## src/rtl/core/mtcp_pkg.sv

```systemverilog
// ----------------------------------------------------------------------------
// mtcp_pkg
// Types and constants for the serial tone command port.
// ----------------------------------------------------------------------------
package mtcp_pkg;

    // request kinds
    localparam logic [1:0] REQ_READ  = 2'd0;
    localparam logic [1:0] REQ_WRITE = 2'd1;
    localparam logic [1:0] REQ_TICK  = 2'd2;

    // register offsets
    localparam logic [7:0] OFS_DATA_HI = 8'h22;
    localparam logic [7:0] OFS_DATA_LO = 8'h23;
    localparam logic [7:0] OFS_MASK_HI = 8'h24;
    localparam logic [7:0] OFS_MASK_LO = 8'h25;

    localparam logic [7:0] READ_UNMAPPED = 8'hFF;

    // command selectors
    localparam logic [2:0] SEL_MIX    = 3'd0;
    localparam logic [2:0] SEL_BASS   = 3'd1;
    localparam logic [2:0] SEL_TREBLE = 3'd2;
    localparam logic [2:0] SEL_MASTER = 3'd3;
    localparam logic [2:0] SEL_RIGHT  = 3'd4;
    localparam logic [2:0] SEL_LEFT   = 3'd5;

    localparam int          MIN_RUN    = 11;
    localparam logic [4:0]  STEPS_FULL = 5'd16;

    // cold reset settings, 0 dB and flat tone
    localparam logic [1:0] MIX_RST    = 2'd0;
    localparam logic [3:0] TONE_RST   = 4'd6;
    localparam logic [5:0] MASTER_RST = 6'd40;
    localparam logic [4:0] SIDE_RST   = 5'd20;

    typedef struct packed {
        logic [1:0] req_type;
        logic [7:0] reg_offset;
        logic [7:0] write_data;
    } mtcp_req_t;

    typedef struct packed {
        logic [7:0] read_data;
        logic       busy_res;
        logic [1:0] mix_select;
        logic [3:0] bass_code;
        logic [3:0] treble_code;
        logic [5:0] master_volume;
        logic [4:0] left_volume;
        logic [4:0] right_volume;
    } mtcp_rsp_t;

endpackage

```

## src/rtl/core/microwire_tone_command_port.sv

```systemverilog
// ----------------------------------------------------------------------------
// microwire_tone_command_port
// Byte register port with a 16-step serial transfer that decodes tone and
// volume commands from the masked data word.
// ----------------------------------------------------------------------------
// a transaction goes into the input register, then into the result register
// throughput: one transaction per cycle unless m_ready stalls the result,
// set by both registers; run scan and command decode are combinational between
// reset: synchronous active-low aresetn clears both stages and the transfer,
// settings return to mix 0, flat tone (6), master 40, left and right 20
module microwire_tone_command_port
    import mtcp_pkg::*;
(
    input  logic      aclk,
    input  logic      aresetn,
    input  logic      s_valid,
    output logic      s_ready,
    input  mtcp_req_t s_data,
    output logic      m_valid,
    input  logic      m_ready,
    output mtcp_rsp_t m_data
);

    logic       in_valid_reg;
    mtcp_req_t  in_data_reg;
    logic       out_valid_reg;
    mtcp_rsp_t  out_data_reg;
    logic       advance;

    logic [15:0] data_word_reg,  data_word_next;
    logic [15:0] mask_word_reg,  mask_word_next;
    logic [15:0] shift_word_reg, shift_word_next;
    logic [4:0]  steps_left_reg, steps_left_next;
    logic [1:0]  mix_reg,    mix_next;
    logic [3:0]  bass_reg,   bass_next;
    logic [3:0]  treble_reg, treble_next;
    logic [5:0]  master_reg, master_next;
    logic [4:0]  left_reg,   left_next;
    logic [4:0]  right_reg,  right_next;

    logic [7:0]  rd_byte;
    logic [4:0]  shift_amt;
    logic [2:0]  run_lo;
    logic [3:0]  run_hi;
    logic        cmd_ok;
    logic [15:0] cmd_word;
    logic [2:0]  cmd_sel;

    assign advance = in_valid_reg && (!out_valid_reg || m_ready);
    assign s_ready = !in_valid_reg || advance;
    assign m_valid = out_valid_reg;
    assign m_data  = out_data_reg;

    // a run of 11 or more bits in 16 always covers bits 10..5, so there is
    // at most one and it is the one through bit 5
    always_comb begin
        logic done_lo;
        logic done_hi;
        done_lo = 1'b0;
        done_hi = 1'b0;
        run_lo  = 3'd5;
        run_hi  = 4'd10;
        for (int i = 4; i >= 0; i--) begin
            if (!done_lo && mask_word_reg[i]) begin
                run_lo = 3'(i);
            end else begin
                done_lo = 1'b1;
            end
        end
        for (int j = 11; j <= 15; j++) begin
            if (!done_hi && mask_word_reg[j]) begin
                run_hi = 4'(j);
            end else begin
                done_hi = 1'b1;
            end
        end
    end

    assign cmd_word = data_word_reg >> run_lo;
    assign cmd_sel  = cmd_word[8:6];
    assign cmd_ok   = (&mask_word_reg[10:5])
                   && ((5'(run_hi) - 5'(run_lo) + 5'd1) >= 5'(MIN_RUN))
                   && data_word_reg[run_hi]
                   && !data_word_reg[run_hi - 4'd1];

    always_comb begin
        case (in_data_reg.reg_offset)
            OFS_DATA_HI: rd_byte = shift_word_reg[15:8];
            OFS_DATA_LO: rd_byte = shift_word_reg[7:0];
            OFS_MASK_HI: rd_byte = mask_word_reg[15:8];
            OFS_MASK_LO: rd_byte = mask_word_reg[7:0];
            default:     rd_byte = READ_UNMAPPED;
        endcase
    end

    assign shift_amt = STEPS_FULL - (steps_left_reg - 5'd1);

    always_comb begin
        data_word_next  = data_word_reg;
        mask_word_next  = mask_word_reg;
        shift_word_next = shift_word_reg;
        steps_left_next = steps_left_reg;
        mix_next        = mix_reg;
        bass_next       = bass_reg;
        treble_next     = treble_reg;
        master_next     = master_reg;
        left_next       = left_reg;
        right_next      = right_reg;
        case (in_data_reg.req_type)
            REQ_WRITE: begin
                case (in_data_reg.reg_offset)
                    OFS_DATA_HI: data_word_next[15:8] = in_data_reg.write_data;
                    OFS_DATA_LO: begin
                        data_word_next[7:0] = in_data_reg.write_data;
                        if (steps_left_reg == 5'd0) begin
                            shift_word_next = {data_word_reg[15:8], in_data_reg.write_data};
                            steps_left_next = STEPS_FULL;
                        end
                    end
                    OFS_MASK_HI: mask_word_next[15:8] = in_data_reg.write_data;
                    OFS_MASK_LO: mask_word_next[7:0]  = in_data_reg.write_data;
                    default: ;
                endcase
            end
            REQ_TICK: begin
                if (steps_left_reg != 5'd0) begin
                    steps_left_next = steps_left_reg - 5'd1;
                    shift_word_next = 16'(data_word_reg << shift_amt);
                    // last step decodes the command
                    if (steps_left_reg == 5'd1 && cmd_ok) begin
                        case (cmd_sel)
                            SEL_MIX:    mix_next    = cmd_word[1:0];
                            SEL_BASS:   bass_next   = cmd_word[3:0];
                            SEL_TREBLE: treble_next = cmd_word[3:0];
                            SEL_MASTER: master_next = cmd_word[5:0];
                            SEL_RIGHT:  right_next  = cmd_word[4:0];
                            SEL_LEFT:   left_next   = cmd_word[4:0];
                            default: ;
                        endcase
                    end
                end
            end
            default: ;
        endcase
    end

    always_ff @(posedge aclk) begin
        if (!aresetn) begin
            in_valid_reg   <= 1'b0;
            out_valid_reg  <= 1'b0;
            data_word_reg  <= '0;
            mask_word_reg  <= '0;
            shift_word_reg <= '0;
            steps_left_reg <= '0;
            mix_reg        <= MIX_RST;
            bass_reg       <= TONE_RST;
            treble_reg     <= TONE_RST;
            master_reg     <= MASTER_RST;
            left_reg       <= SIDE_RST;
            right_reg      <= SIDE_RST;
        end else begin
            if (s_ready) begin
                in_valid_reg <= s_valid;
            end
            if (advance) begin
                out_valid_reg  <= 1'b1;
                data_word_reg  <= data_word_next;
                mask_word_reg  <= mask_word_next;
                shift_word_reg <= shift_word_next;
                steps_left_reg <= steps_left_next;
                mix_reg        <= mix_next;
                bass_reg       <= bass_next;
                treble_reg     <= treble_next;
                master_reg     <= master_next;
                left_reg       <= left_next;
                right_reg      <= right_next;
            end else if (m_ready) begin
                out_valid_reg <= 1'b0;
            end
        end
    end

    // payload registers
    always_ff @(posedge aclk) begin
        if (s_ready && s_valid) begin
            in_data_reg <= s_data;
        end
        if (advance) begin
            out_data_reg.read_data     <= (in_data_reg.req_type == REQ_READ) ? rd_byte : 8'd0;
            out_data_reg.busy_res      <= (steps_left_next != 5'd0);
            out_data_reg.mix_select    <= mix_next;
            out_data_reg.bass_code     <= bass_next;
            out_data_reg.treble_code   <= treble_next;
            out_data_reg.master_volume <= master_next;
            out_data_reg.left_volume   <= left_next;
            out_data_reg.right_volume  <= right_next;
        end
    end

    a_steps_range: assert property (@(posedge aclk) disable iff (!aresetn)
        steps_left_reg <= STEPS_FULL)
        else $error("transfer step count out of range");

    a_start_transfer: assert property (@(posedge aclk) disable iff (!aresetn)
        advance && in_data_reg.req_type == REQ_WRITE
        && in_data_reg.reg_offset == OFS_DATA_LO && steps_left_reg == 5'd0
        |=> steps_left_reg == STEPS_FULL && out_data_reg.busy_res)
        else $error("data low write did not start a transfer");

    a_last_tick: assert property (@(posedge aclk) disable iff (!aresetn)
        advance && in_data_reg.req_type == REQ_TICK && steps_left_reg == 5'd1
        |=> steps_left_reg == 5'd0 && !out_data_reg.busy_res)
        else $error("last tick did not end the transfer");

    a_no_drop: assert property (@(posedge aclk) disable iff (!aresetn)
        in_valid_reg && out_valid_reg && !m_ready |=> in_valid_reg && out_valid_reg)
        else $error("transaction lost while result stalled");

endmodule
```

## config.mk

```make
export PLATFORM = sky130hd
export DESIGN_NAME = microwire_tone_command_port
export DESIGN_NICKNAME = d
export VERILOG_FILES = /design/src/rtl/core/mtcp_pkg.sv /design/src/rtl/core/microwire_tone_command_port.sv
export SDC_FILE = /design/constraint.sdc
export NUM_CORES = 1
export LEC_CHECK = 0
export BUFFER_PORTS_ARGS = -buffer_cell sky130_fd_sc_hd__buf_2
export CORE_MARGIN = 2
export CORE_UTILIZATION = 55
export DETAILED_ROUTE_END_ITERATION = 6
export PLACE_DENSITY_LB_ADDON = 0.3
export SLEW_MARGIN = 20
export SYNTH_ARGS = -nofsm -noshare
export SYNTH_HDL_FRONTEND = slang
export SYNTH_SLANG_ARGS = --single-unit
```

## constraint.sdc

```tcl
create_clock -name aclk -period 4.44 [get_ports aclk]
set_clock_uncertainty 0.2 [all_clocks]
set_input_delay 0.222 -clock aclk [delete_from_list [all_inputs] [get_ports aclk]]
set_output_delay 0.222 -clock aclk [all_outputs]
set_load 0.01 [all_outputs]
```

==> flow_summary.toml <==
[clocking]
cts_setup_buffers = 0
cts_htree_levels = 4
cts_buffers = 17
clockRootBuffer = "clkbuf_16"
cts_tree = "done"
clk_pin_slew_worst_paths_ns = 0.06
cts_sinks = 134
insertion_delay_ns = 0.42
cts_buffer_depth = 2

[synth]
ys_ff_latch = 134
mappedNetlistArea_mm2 = 0.007311
ys_types = 71
synth_nets = 734
ys_seq_area_share_pct = 43.95
yosysWarningCount = 0
synth.avg_cell_area_um2 = 10.46
synth_top_flop_cell = "dfxtp_1"
synthCells = 699
async_flop_share_pct = 0
synth_edf_count = 53

[grt]
grt_pass1_vias = 5851
use_met3_pct = 6.034
grt_antenna_before_repair = 0
gr-usage-met2_pct = 44.79
track_usage_pct = 26.79
busiest_layer = "met2"
gr-total-overflow = 0
grtUsageMet1_pct = 32.52
grt_pass1_wl_mm = 29.81
grt_max_degree = 52

[floorplanning]
io_pins = 59
die_area_mm2 = 0.01423
die_w_um = 119.3
die_h_um = 119.3
core_area_mm2 = 0.01309
rows = 42
start_util_pct = 55.87

[finish]
final_net_count = 796
final_common_cell = "dfxtp_1"
fin_cells = 950
mostFrequentLayoutCells = "dfxtp_1, mux2i_1, nor2_1"
design_area_mm2 = 0.008504
largest_reg_flops = 35
drive_above_1_share_pct = 21.71
n_antenna_cell = 0
syn_to_final_growth_pct = 16.33

[worst_setup_path]
worst_setup_path_end_kind = "register"
crit_type = "reg -> reg"
start_kind = "register"
worstPathRequired_ns = 4.59
worstPathBufferInverterCount = 3
critical_path.top_delay_family = "compound AO/OA/AOI/OAI gates"
critPathMaxStageDelay_ns = 0.61
critical_path.most_common_cell = "ha_1"
crit_chain = "buf_4, inv_1, a2bb2oi_4, inv_2, ha_1, ha_1, fa_1, a21oi_1, o22ai_1, and2_1, o2111ai_1, nor3_2, mux2i_1"
slowest_stage = "nor3_2"
cp_max_fo = 11
crit_arrival_ns = 4.26

[placed_design]
place_area_mm2 = 0.007704
io_buffers = 58
hpwl_mm = 12.64
gp_congestion = 0.9629
dp_cells = 897

[job]
maxCapViolCount = 0

[drt]
first_pass_iters = 6
wl_per_cell_um = 19.36
post-route-drc-count = 0
drt_iter0_markers = 594
num_vias = 5944
via_per_inst = 6.257
ant_nets = 0
totalWireLength_mm = 18.39

[power_and_ir_drop]
peakVddDrop_mv = 0.2883
p_leak_uw = 0.003003
power_density_mw_per_mm2 = 346.1

[sta]
setup_tns_ns = 0
drv_slew = 0
hold_viol = 0
rsz0062_at_grt = "true"
finalCriticalPeriod_ns = 4.114
slew-limit-headroom_pct = 37.95
setup-violations-final = 0
worst_pin_slew_ns = 0.9298
fmax_ghz = 0.2431
period_share_pct = 92.66

[hold_path]
hold_class = "in -> reg"

[status]
status = "finished clean"
-- metrics by stage --
step                      utilization (%)  hold WS [ns]  worst slack (ns)  total power [uW]
after CTS                           64.96        0.1866            0.3617              2959
after global placement              58.87        0.1984            0.5388              1562
after global routing                64.99        0.2262        -0.0004512              3043
final                               64.99        0.2154            0.3258              2943
after floorplan                         -        0.1209            0.2182              1505
after detailed placement            58.87        0.2001            0.3734              1569
-- area by class of cell --
type                       instances  area, um2
fill                            1006       4581
multi-input combinational        489       3786
sequential                       134       3213
timing repair buffer              92      598.1
clock buffer                      21      461.7
tap                              176      220.2
clock inverter                    11      123.9
inverter                          27      101.3
-- logic make-up (layout without fill, tap and decap cells) --
| kind of cell | Yosys count | after routing | synth area share, % |
|---|---|---|---|
| AOI/OAI and AO/OA | 150 | 150 | 14.39 |
| muxes | 120 | 120 | 20.61 |
| buffers and inverters | 76 | 151 | 4.330 |
| and+or+nand+nor | 197 | 197 | 13.32 |
| DFF | 134 | 134 | 43.95 |
| xor gates and xnor gates | 9 | 9 | 1.078 |
| adders and majority gates | 13 | 13 | 2.328 |
-- what timing repair did --
action                                 4_1_cts  5_1_grt
hold buffers                                21        0
endpoints found under the hold margin       20        0
resized for setup                            0        1
setup endpoints to repair                    0        1
-- metal layers --
layer | up-vias | part of all wire (%)
li1 | 2734 | -
met1 | 2872 | 40
met2 | 284 | 49
met3 | 54 | 7.4
met4 | 0 | 3.4
met5 | - | 0
-- report_power, final --
group          switching (uW)  total, uW  internal [uW]  leakage (uW)
Combinational             143        233           89.6       0.00161
Clock                     523       1380            859      0.000279
Sequential               20.3       1330           1310       0.00112
Total                     686       2940           2260       0.00300
-- Yosys cell counts, types with 5 or more instances --
cell      instances  area share [%]
nand4_1           9            0.77
mux2_2           24             3.7
mux4_2           17             5.2
a211oi_1          8            0.82
a21boi_0          8            0.82
nand2_1          55             2.8
ha_1             12             2.1
edfxtp_1         53              22
nor2_1           67             3.4
o21a_1            7            0.72
o22ai_1           9            0.77
nor3_1           12            0.82
o211ai_1          7            0.72
clkbuf_1         37             1.9
dfxtp_1          81              22
nor2b_1           5            0.43
a222oi_1          8             1.1
inv_1            24             1.2
nand2b_1          7            0.60
mux2_4            6             1.2
or3_1             5            0.43
buf_2             7            0.48
a21oi_1          31             2.1
a31oi_1          10            0.86
o21ai_0          23             1.6
mux2i_1          71             9.7
and3_1            9            0.77
a22oi_1           9            0.92
nor3_2            6            0.82
xnor2_1           6            0.72
-- final timing paths --
check,from,to,slack [ns],cells past startpoint
worst max-delay path,mask_word_reg[3],right_reg[4],0.33,13
worst min-delay path,aresetn,master_reg[2],0.22,3
worst max register to register,mask_word_reg[3],right_reg[4],0.33,13
worst min register to register,right_reg[3],right_reg[3],0.26,2
-- tightest hold or removal path: cells and delay by family --
family / cells / cell delay (ns)
buffers and inverters: 1 / 0.35
multiplexers: 1 / 0.06
AND/OR/NAND/NOR: 1 / 0.14
Power figures use the tool's default switching activity.
